`src/rtl/byte_stack_with_value_swap_assert.svh`:
```
// Assertion macros shared by the stack modules.
// Each macro expects signals named clock and reset in the module that uses it.
`ifndef BYTE_STACK_WITH_VALUE_SWAP_ASSERT_SVH
`define BYTE_STACK_WITH_VALUE_SWAP_ASSERT_SVH

// Check a condition at every edge outside reset.
`define BSVS_ASSERT_ALWAYS(label, cond, msg) \
   label: assert property (@(posedge clock) disable iff (reset) (cond)) else $error(msg);

// Check a consequence in the same cycle as its cause.
`define BSVS_ASSERT_IMPLY(label, ante, cons, msg) \
   label: assert property (@(posedge clock) disable iff (reset) (ante) |-> (cons)) \
      else $error(msg);

// Check a consequence in the cycle after its cause.
`define BSVS_ASSERT_NEXT(label, ante, cons, msg) \
   label: assert property (@(posedge clock) disable iff (reset) (ante) |=> (cons)) \
      else $error(msg);

`endif

```
`src/rtl/bsvs_pkg.sv`:
```
package bsvs_pkg;

   localparam int KIND_W   = 2;
   localparam int BYTE_W   = 8;
   localparam int STATUS_W = 2;
   localparam int DEPTH_W  = 5;

   localparam logic [KIND_W-1:0] KIND_PUSH = 2'd0;
   localparam logic [KIND_W-1:0] KIND_POP  = 2'd1;
   localparam logic [KIND_W-1:0] KIND_SWAP = 2'd2;

   localparam logic [STATUS_W-1:0] STAT_OK        = 2'd0;
   localparam logic [STATUS_W-1:0] STAT_EMPTY     = 2'd1;
   localparam logic [STATUS_W-1:0] STAT_NOT_FOUND = 2'd2;
   localparam logic [STATUS_W-1:0] STAT_FULL      = 2'd3;

   // Commands from the controller to the datapath.
   typedef struct packed {
      logic                load;        // latch the request word
      logic                push;        // write value on top, bump count
      logic                pop;         // read top entry, drop count
      logic                scan_start;  // read bottom entry, clear match flags
      logic                scan_step;   // compare one entry, read the next
      logic                wr_first;    // write second value at first match
      logic                wr_second;   // write first value at second match
      logic                respond;     // load the response registers
      logic                pop_sel;     // response carries the read byte
      logic [STATUS_W-1:0] rsp_status;
   } bsvs_cmd_type;

   // Status from the datapath to the controller.
   typedef struct packed {
      logic [KIND_W-1:0] kind;
      logic              empty;
      logic              full;
      logic              scan_last;   // entry under compare is the top one
      logic              hit_both;    // both values found, this entry included
   } bsvs_stat_type;

endpackage

```
`src/rtl/byte_stack_with_value_swap.sv`:
```
// Channel    Direction  Handshake              Payload
// request    in         start high, busy low   req_kind, req_value, req_second_value
// response   out        rsp_valid, one cycle   rsp_status, rsp_popped, rsp_depth
//
// From accept to the next accept: push, failed pop, swap on an empty stack and
// the unused kind respond from dispatch; a pop waits for its read; a swap scans
// and responds when a value is missing, else swaps. The scan walks the single
// memory read port one entry a cycle from the bottom and stops once both values
// are seen; the exchange uses the single write port in SWAP_WR1, then SWAP_WR2.
// Synchronous reset empties the stack; no clearing pass runs over storage.
// The response strobe lasts one cycle and cannot be stalled; busy is already
// low in that cycle, so the next word may be accepted there.
module byte_stack_with_value_swap #(
   parameter int STACK_DEPTH = 16
) (
   input  logic                          clock,
   input  logic                          reset,
   input  logic                          start,
   output logic                          busy,
   input  logic [bsvs_pkg::KIND_W-1:0]   req_kind,
   input  logic [bsvs_pkg::BYTE_W-1:0]   req_value,
   input  logic [bsvs_pkg::BYTE_W-1:0]   req_second_value,
   output logic                          rsp_valid,
   output logic [bsvs_pkg::STATUS_W-1:0] rsp_status,
   output logic [bsvs_pkg::BYTE_W-1:0]   rsp_popped,
   output logic [bsvs_pkg::DEPTH_W-1:0]  rsp_depth
);
   import bsvs_pkg::*;

   bsvs_cmd_type  cmd;
   bsvs_stat_type stat;

   // Sequence each word: decode, walk memory, write back, respond.
   bsvs_ctrl u_ctrl (
      .clock     (clock),
      .reset     (reset),
      .start     (start),
      .busy      (busy),
      .rsp_valid (rsp_valid),
      .stat      (stat),
      .cmd       (cmd)
   );

   // Hold the stack storage, fill count, scan state and response registers.
   bsvs_dp #(
      .STACK_DEPTH (STACK_DEPTH)
   ) u_dp (
      .clock            (clock),
      .reset            (reset),
      .req_kind         (req_kind),
      .req_value        (req_value),
      .req_second_value (req_second_value),
      .cmd              (cmd),
      .stat             (stat),
      .rsp_status       (rsp_status),
      .rsp_popped       (rsp_popped),
      .rsp_depth        (rsp_depth)
   );

endmodule

```
`src/rtl/bsvs_dp.sv`:
```
module bsvs_dp #(
   parameter int STACK_DEPTH = 16
) (
   input  logic                            clock,
   input  logic                            reset,
   input  logic [bsvs_pkg::KIND_W-1:0]     req_kind,
   input  logic [bsvs_pkg::BYTE_W-1:0]     req_value,
   input  logic [bsvs_pkg::BYTE_W-1:0]     req_second_value,
   input  bsvs_pkg::bsvs_cmd_type          cmd,
   output bsvs_pkg::bsvs_stat_type         stat,
   output logic [bsvs_pkg::STATUS_W-1:0]   rsp_status,
   output logic [bsvs_pkg::BYTE_W-1:0]     rsp_popped,
   output logic [bsvs_pkg::DEPTH_W-1:0]    rsp_depth
);
   import bsvs_pkg::*;

   localparam int AW = (STACK_DEPTH > 1) ? $clog2(STACK_DEPTH) : 1;
   localparam int CW = $clog2(STACK_DEPTH + 1);

   logic [BYTE_W-1:0]   mem [STACK_DEPTH];
   logic [KIND_W-1:0]   kind_ff;
   logic [BYTE_W-1:0]   a_ff;
   logic [BYTE_W-1:0]   b_ff;
   logic [CW-1:0]       count_ff, count_in;
   logic [AW-1:0]       idx_ff;
   logic [AW-1:0]       ia_ff;
   logic [AW-1:0]       ib_ff;
   logic                found_a_ff, found_b_ff;
   logic [BYTE_W-1:0]   rd_ff;
   logic [STATUS_W-1:0] rsp_status_ff;
   logic [BYTE_W-1:0]   rsp_popped_ff;
   logic [AW-1:0]       rd_addr;
   logic [AW-1:0]       wr_addr;
   logic [BYTE_W-1:0]   wr_data;
   logic                wr_en;
   logic                match_a, match_b;

   assign match_a = (rd_ff == a_ff);
   assign match_b = (rd_ff == b_ff);

   always_comb begin
      stat.kind      = kind_ff;
      stat.empty     = (count_ff == '0);
      stat.full      = (count_ff == CW'(STACK_DEPTH));
      stat.scan_last = ((CW'(idx_ff) + CW'(1)) == count_ff);
      stat.hit_both  = (found_a_ff | match_a) & (found_b_ff | match_b);
   end

   always_comb begin
      count_in = count_ff;
      if (cmd.push) begin
         count_in = count_ff + CW'(1);
      end else if (cmd.pop) begin
         count_in = count_ff - CW'(1);
      end
   end

   // Single read port: top on pop, bottom on scan start, next entry on scan step.
   always_comb begin
      rd_addr = idx_ff;
      if (cmd.pop) begin
         rd_addr = AW'(count_ff - CW'(1));
      end else if (cmd.scan_start) begin
         rd_addr = '0;
      end else if (cmd.scan_step) begin
         rd_addr = idx_ff + AW'(1);
      end
   end

   // Single write port.
   always_comb begin
      wr_en   = cmd.push | cmd.wr_first | cmd.wr_second;
      wr_addr = AW'(count_ff);
      wr_data = a_ff;
      if (cmd.wr_first) begin
         wr_addr = ia_ff;
         wr_data = b_ff;
      end else if (cmd.wr_second) begin
         wr_addr = ib_ff;
         wr_data = a_ff;
      end
   end

   always_ff @(posedge clock) begin
      if (wr_en) begin
         mem[wr_addr] <= wr_data;
      end
      rd_ff <= mem[rd_addr];
   end

   always_ff @(posedge clock) begin
      if (cmd.load) begin
         kind_ff <= req_kind;
         a_ff    <= req_value;
         b_ff    <= req_second_value;
      end
      if (cmd.scan_start) begin
         idx_ff <= '0;
      end else if (cmd.scan_step) begin
         idx_ff <= idx_ff + AW'(1);
         if (!found_a_ff && match_a) begin
            ia_ff <= idx_ff;
         end
         if (!found_b_ff && match_b) begin
            ib_ff <= idx_ff;
         end
      end
      if (cmd.respond) begin
         rsp_status_ff <= cmd.rsp_status;
         rsp_popped_ff <= cmd.pop_sel ? rd_ff : '0;
      end
   end

   always_ff @(posedge clock) begin
      if (reset) begin
         count_ff   <= '0;
         found_a_ff <= 1'b0;
         found_b_ff <= 1'b0;
      end else begin
         count_ff <= count_in;
         if (cmd.scan_start) begin
            found_a_ff <= 1'b0;
            found_b_ff <= 1'b0;
         end else if (cmd.scan_step) begin
            found_a_ff <= found_a_ff | match_a;
            found_b_ff <= found_b_ff | match_b;
         end
      end
   end

   assign rsp_status = rsp_status_ff;
   assign rsp_popped = rsp_popped_ff;
   assign rsp_depth  = DEPTH_W'(count_ff);

`include "byte_stack_with_value_swap_assert.svh"

   `BSVS_ASSERT_ALWAYS(a_count_bound, count_ff <= CW'(STACK_DEPTH), "fill count past depth")
   `BSVS_ASSERT_IMPLY(a_push_room, cmd.push, !stat.full, "push issued on full stack")
   `BSVS_ASSERT_NEXT(a_pop_count, cmd.pop, count_ff == $past(count_ff) - CW'(1), "pop lost count")

endmodule

```
`src/rtl/bsvs_ctrl.sv`:
```
module bsvs_ctrl (
   input  logic                    clock,
   input  logic                    reset,
   input  logic                    start,
   output logic                    busy,
   output logic                    rsp_valid,
   input  bsvs_pkg::bsvs_stat_type stat,
   output bsvs_pkg::bsvs_cmd_type  cmd
);
   import bsvs_pkg::*;

   typedef enum logic [2:0] {
      ST_IDLE,
      ST_DISPATCH,
      ST_POP_WAIT,
      ST_SCAN,
      ST_SWAP_WR1,
      ST_SWAP_WR2
   } state_type;

   state_type state_ff, state_in;
   logic      rsp_valid_ff, rsp_valid_in;

   always_comb begin
      cmd      = '0;
      state_in = state_ff;
      case (state_ff)
         ST_IDLE: begin
            if (start) begin
               cmd.load = 1'b1;
               state_in = ST_DISPATCH;
            end
         end
         ST_DISPATCH: begin
            case (stat.kind)
               KIND_PUSH: begin
                  cmd.respond = 1'b1;
                  if (stat.full) begin
                     cmd.rsp_status = STAT_FULL;
                  end else begin
                     cmd.push       = 1'b1;
                     cmd.rsp_status = STAT_OK;
                  end
               end
               KIND_POP: begin
                  if (stat.empty) begin
                     cmd.respond    = 1'b1;
                     cmd.rsp_status = STAT_EMPTY;
                  end else begin
                     cmd.pop  = 1'b1;
                     state_in = ST_POP_WAIT;
                  end
               end
               KIND_SWAP: begin
                  if (stat.empty) begin
                     cmd.respond    = 1'b1;
                     cmd.rsp_status = STAT_NOT_FOUND;
                  end else begin
                     cmd.scan_start = 1'b1;
                     state_in       = ST_SCAN;
                  end
               end
               default: begin
                  cmd.respond    = 1'b1;
                  cmd.rsp_status = STAT_OK;
               end
            endcase
         end
         ST_POP_WAIT: begin
            cmd.respond    = 1'b1;
            cmd.pop_sel    = 1'b1;
            cmd.rsp_status = STAT_OK;
         end
         ST_SCAN: begin
            cmd.scan_step = 1'b1;
            if (stat.hit_both) begin
               state_in = ST_SWAP_WR1;
            end else if (stat.scan_last) begin
               cmd.respond    = 1'b1;
               cmd.rsp_status = STAT_NOT_FOUND;
            end
         end
         ST_SWAP_WR1: begin
            cmd.wr_first = 1'b1;
            state_in     = ST_SWAP_WR2;
         end
         ST_SWAP_WR2: begin
            cmd.wr_second  = 1'b1;
            cmd.respond    = 1'b1;
            cmd.rsp_status = STAT_OK;
         end
         default: begin
            state_in = ST_IDLE;
         end
      endcase
      if (cmd.respond) begin
         state_in = ST_IDLE;
      end
      rsp_valid_in = cmd.respond;
   end

   always_ff @(posedge clock) begin
      if (reset) begin
         state_ff     <= ST_IDLE;
         rsp_valid_ff <= 1'b0;
      end else begin
         state_ff     <= state_in;
         rsp_valid_ff <= rsp_valid_in;
      end
   end

   assign busy      = (state_ff != ST_IDLE);
   assign rsp_valid = rsp_valid_ff;

`include "byte_stack_with_value_swap_assert.svh"

   `BSVS_ASSERT_IMPLY(a_rsp_idle, rsp_valid_ff, state_ff == ST_IDLE, "strobe outside idle")
   `BSVS_ASSERT_NEXT(a_rsp_single, rsp_valid_ff, !rsp_valid_ff, "strobe held two cycles")
   `BSVS_ASSERT_NEXT(a_accept_busy, (state_ff == ST_IDLE) && start, busy, "accepted word not taken")

endmodule
```
`config.mk`:
```
export PLATFORM = sky130hd
export DESIGN_NAME = byte_stack_with_value_swap
export DESIGN_NICKNAME = d
export VERILOG_FILES = /design/src/rtl/bsvs_pkg.sv /design/src/rtl/byte_stack_with_value_swap.sv /design/src/rtl/bsvs_dp.sv /design/src/rtl/bsvs_ctrl.sv
export VERILOG_INCLUDE_DIRS = /design/src /design/src/rtl
export SDC_FILE = /design/constraint.sdc
export NUM_CORES = 1
export LEC_CHECK = 0
export ABC_AREA = 1
export BUFFER_PORTS_ARGS = -buffer_cell sky130_fd_sc_hd__clkbuf_2
export CORE_UTILIZATION = 60
export DETAILED_ROUTE_END_ITERATION = 8
export PLACE_DENSITY = 0.8
export SYNTH_ARGS = -nofsm -noshare
export SYNTH_HDL_FRONTEND = slang
export SYNTH_HIERARCHICAL = 1
export SYNTH_SLANG_ARGS = --single-unit
export TNS_END_PERCENT = 30
```
`constraint.sdc`:
```
create_clock -name clock -period 3.8 [get_ports clock]
set_clock_uncertainty 0.2 [all_clocks]
set_input_delay 0.95 -clock clock [delete_from_list [all_inputs] [get_ports clock]]
set_output_delay 0.95 -clock clock [all_outputs]
set_load 0.01 [all_outputs]
```
==> results.md <==
- Register area share after synthesis: 0.6216
- End of the worst hold path: u_dp/rsp_depth[4]
- Pins Over Slew Limit: 0
- Synth unique cells: 36
- Synth Area per Inst: 9.981 um2
- Via-to-Cell Ratio: 5.720
- Hold Startpoint: u_dp/rsp_depth[4]
- M1 wire length: 8.201 mm
- Actual slew at the worst max-slew pin: 0.8144 ns
- Postcts setup bufs: 0
- Status: finished, final reports clean
- Place WS: 0.5268 ns
- Worst Path Arrival: 3.49 ns
- Final Hold Viols: 0
- Yosys warnings: 6
- Fmax: 296.6 MHz
- First-pass GRT wire length: 31.12 mm
- Area grow syn2layout: 11.44%
- R2R setup slack: 0.43 ns
- Global Route Usage Sum: 0.2860
- # setup viols final: 0
- Top-level I/O count: 38
- DRT antenna net count: 0
- Final nets: 943
- R2R depth: 15
- Via count: 6326
- Chip width: 122.2 um
- Cts repair resizes: 0
- Root Buffer: clkbuf_16
- Initial antenna violation count: 0
- Hold crit path type: register to register
- RSZ-0062 raised after global routing: false
- Clk sinks: 187
- Congestion Overflow GR: 0
- Area of the mapped netlist: 8663 um2
- Most common cell after layout, fill and taps aside: nand3_1
- Initial core utilization: 0.6193
- Die Span Y: 122.2 um
- Cell row count: 43
- Seq cells post-synth: 187
- Worst skew pair latency: 0.43 ns
- PD cells: 691.3 nW/um2
- Final HPWL from detailed placement: 12.94 mm
- Largest net degree at the start of global routing: 57
- Top Metal Used: met4
- CTS Hold Bufs: 0
- Worst setup path category: register to register
- Final Wtd Congestion: 0.8623
- First drt pass iteration count: 5
- Worst r2r src: u_dp/rsp_depth[1]
- VDD IR-drop max: 0.0004325 V
- Port-buffer cells: 37
- Min-Delay Path Depth: 1
- Slew headroom: 0.4570
- R2r endpoint: u_dp/rd_ff[3]
- CTS Buf Count: 17
- Worst EP required: 3.92 ns
- Mapped Cells: 868
- Core Region: 13990 um2
- Vias in the first global route: 5874
- Post-layout util: 0.6902
- Wire per inst: 18.04 um
- DR iter-0 viols: 863
- Fin crit share: 0.8872
- Ys async rst share: 0
- CTS H-tree lvls: 4
- Setup TNS: 0 ns
- Clock Path Buffers: 2
- Share of cells above drive strength 1: 0.1156
- Drt drc: 0
- Die area: 14920 um2
- Max Cap Viol: 0
- Crit end category: register
- CTS tree: built
- Post-synth EDFFs: 164
- Main synth FF type: edfxtp_1
- Leakage: 4.224 nW
- WL final: 19.95 mm
- Period minus WS final: 3.371 ns
- Met2 wire len: 9.133 mm
- Crit Path Max Fanout: 56
- Worst setup slack after layout: 0.4286 ns
- Final Power: 0.006674 W
- Startpoint types: register
- WL met3: 1.924 mm
- Diode count: 0
- Most frequent cells in the layout: nand3_1 (172), nand2_1 (166), edfxtp_1 (164)
- Synthesized Nets: 898
- Clock transition at path regs: 0.07 ns
[layer usage]
layer  track usage  up-vias
met5             0        -
met4        0.1372        0
met3       0.07163       55
met2        0.4251      332
met1        0.3942     2983
li1              -     2956
[flip-flops by register name (all words and copies together) (netlist names), 4 cells and up]
| name | cells |
|---|---|
| u_dp/ib_ff | 4 |
| u_dp/b_ff | 8 |
| u_dp/idx_ff | 4 |
| u_dp/ia_ff | 4 |
| u_dp/rsp_depth | 5 |
| u_dp/mem | 128 |
| u_dp/rd_ff | 8 |
| u_dp/rsp_popped | 8 |
| u_dp/a_ff | 8 |
[worst max path at each step]
stage                                  from            end  slack (ns)  cells past startpoint
after CTS                 u_dp/rsp_depth[1]  u_dp/rd_ff[3]        0.49                     15
after floorplan           u_dp/rsp_depth[0]  u_dp/rd_ff[0]        0.95                     14
after global routing      u_dp/rsp_depth[1]  u_dp/rd_ff[2]        0.16                     15
final                     u_dp/rsp_depth[1]  u_dp/rd_ff[3]        0.43                     15
after detailed placement  u_dp/rsp_depth[1]  u_dp/rd_ff[3]        0.53                     15
after global placement    u_dp/rsp_depth[1]  u_dp/rd_ff[3]        0.59                     15
[per-stage QoR]
| stage | hold slack, ns | area (um2) | instances |
|---|---|---|---|
| after floorplan | 0.2740 | 8663 | 868 |
| after global placement | 0.3025 | 9031 | 1074 |
| after detailed placement | 0.3084 | 9031 | 1074 |
| after CTS | 0.3234 | 9654 | 1106 |
| after global routing | 0.3496 | 9654 | 1106 |
| final | 0.3226 | 9654 | 1106 |
[worst max-delay path: stages (launching register included)]
cell and delay [ns]:
dfxtp_1 0.39, inv_1 0.13, ha_1 0.20, inv_1 0.07, nor3_1 0.10, inv_1 0.09
nand2_1 0.05, nor2_1 0.60, inv_4 0.12, nand4_2 0.14, buf_4 0.51, nand3_1 0.13
nand3_1 0.13, nand3_1 0.17, nand3_1 0.16, nand2_1 0.06
[power by group]
| part | total [W] | switching, W | internal (W) |
|---|---|---|---|
| combinational | 0.00213 | 0.00146 | 0.000670 |
| clock | 0.00185 | 0.000752 | 0.00110 |
| sequential | 0.00269 | 0.000181 | 0.00251 |
| total | 0.00667 | 0.00239 | 0.00428 |
[synth_stat cells, drive strengths merged (3+ instances only)]
master / number / area share
a21oi: 13 / 0.0079
nand2: 170 / 0.075
ha: 9 / 0.013
dfxtp: 23 / 0.053
nand3: 174 / 0.10
edfxtp: 164 / 0.57
o21ai: 16 / 0.010
o211ai: 4 / 0.0035
nand4: 3 / 0.0029
nor2: 36 / 0.016
nor3: 5 / 0.0029
xor2: 4 / 0.0040
nor4: 3 / 0.0022
buf: 32 / 0.025
nand3b: 24 / 0.021
inv: 164 / 0.071
xnor2: 16 / 0.016
[final cells by class]
| class | count | area (um2) |
|---|---|---|
| clock buffer | 17 | 425.4 |
| clock inverter | 15 | 197.7 |
| fill | 1010 | 4334 |
| inverter | 165 | 621.8 |
| multi-input combinational | 483 | 2436 |
| sequential | 187 | 5385 |
| tap | 180 | 225.2 |
| timing repair buffer | 59 | 362.8 |
[logic make-up after synthesis]
| group | after synthesis | synth area share |
|---|---|---|
| xor+xnor | 20 | 0.02022 |
| simple gates | 416 | 0.2218 |
| flops | 187 | 0.6216 |
| compound gates | 38 | 0.02585 |
| buf+inv | 198 | 0.09749 |
| fa+ha+maj | 9 | 0.01300 |
Power figures use the tool's default switching activity.
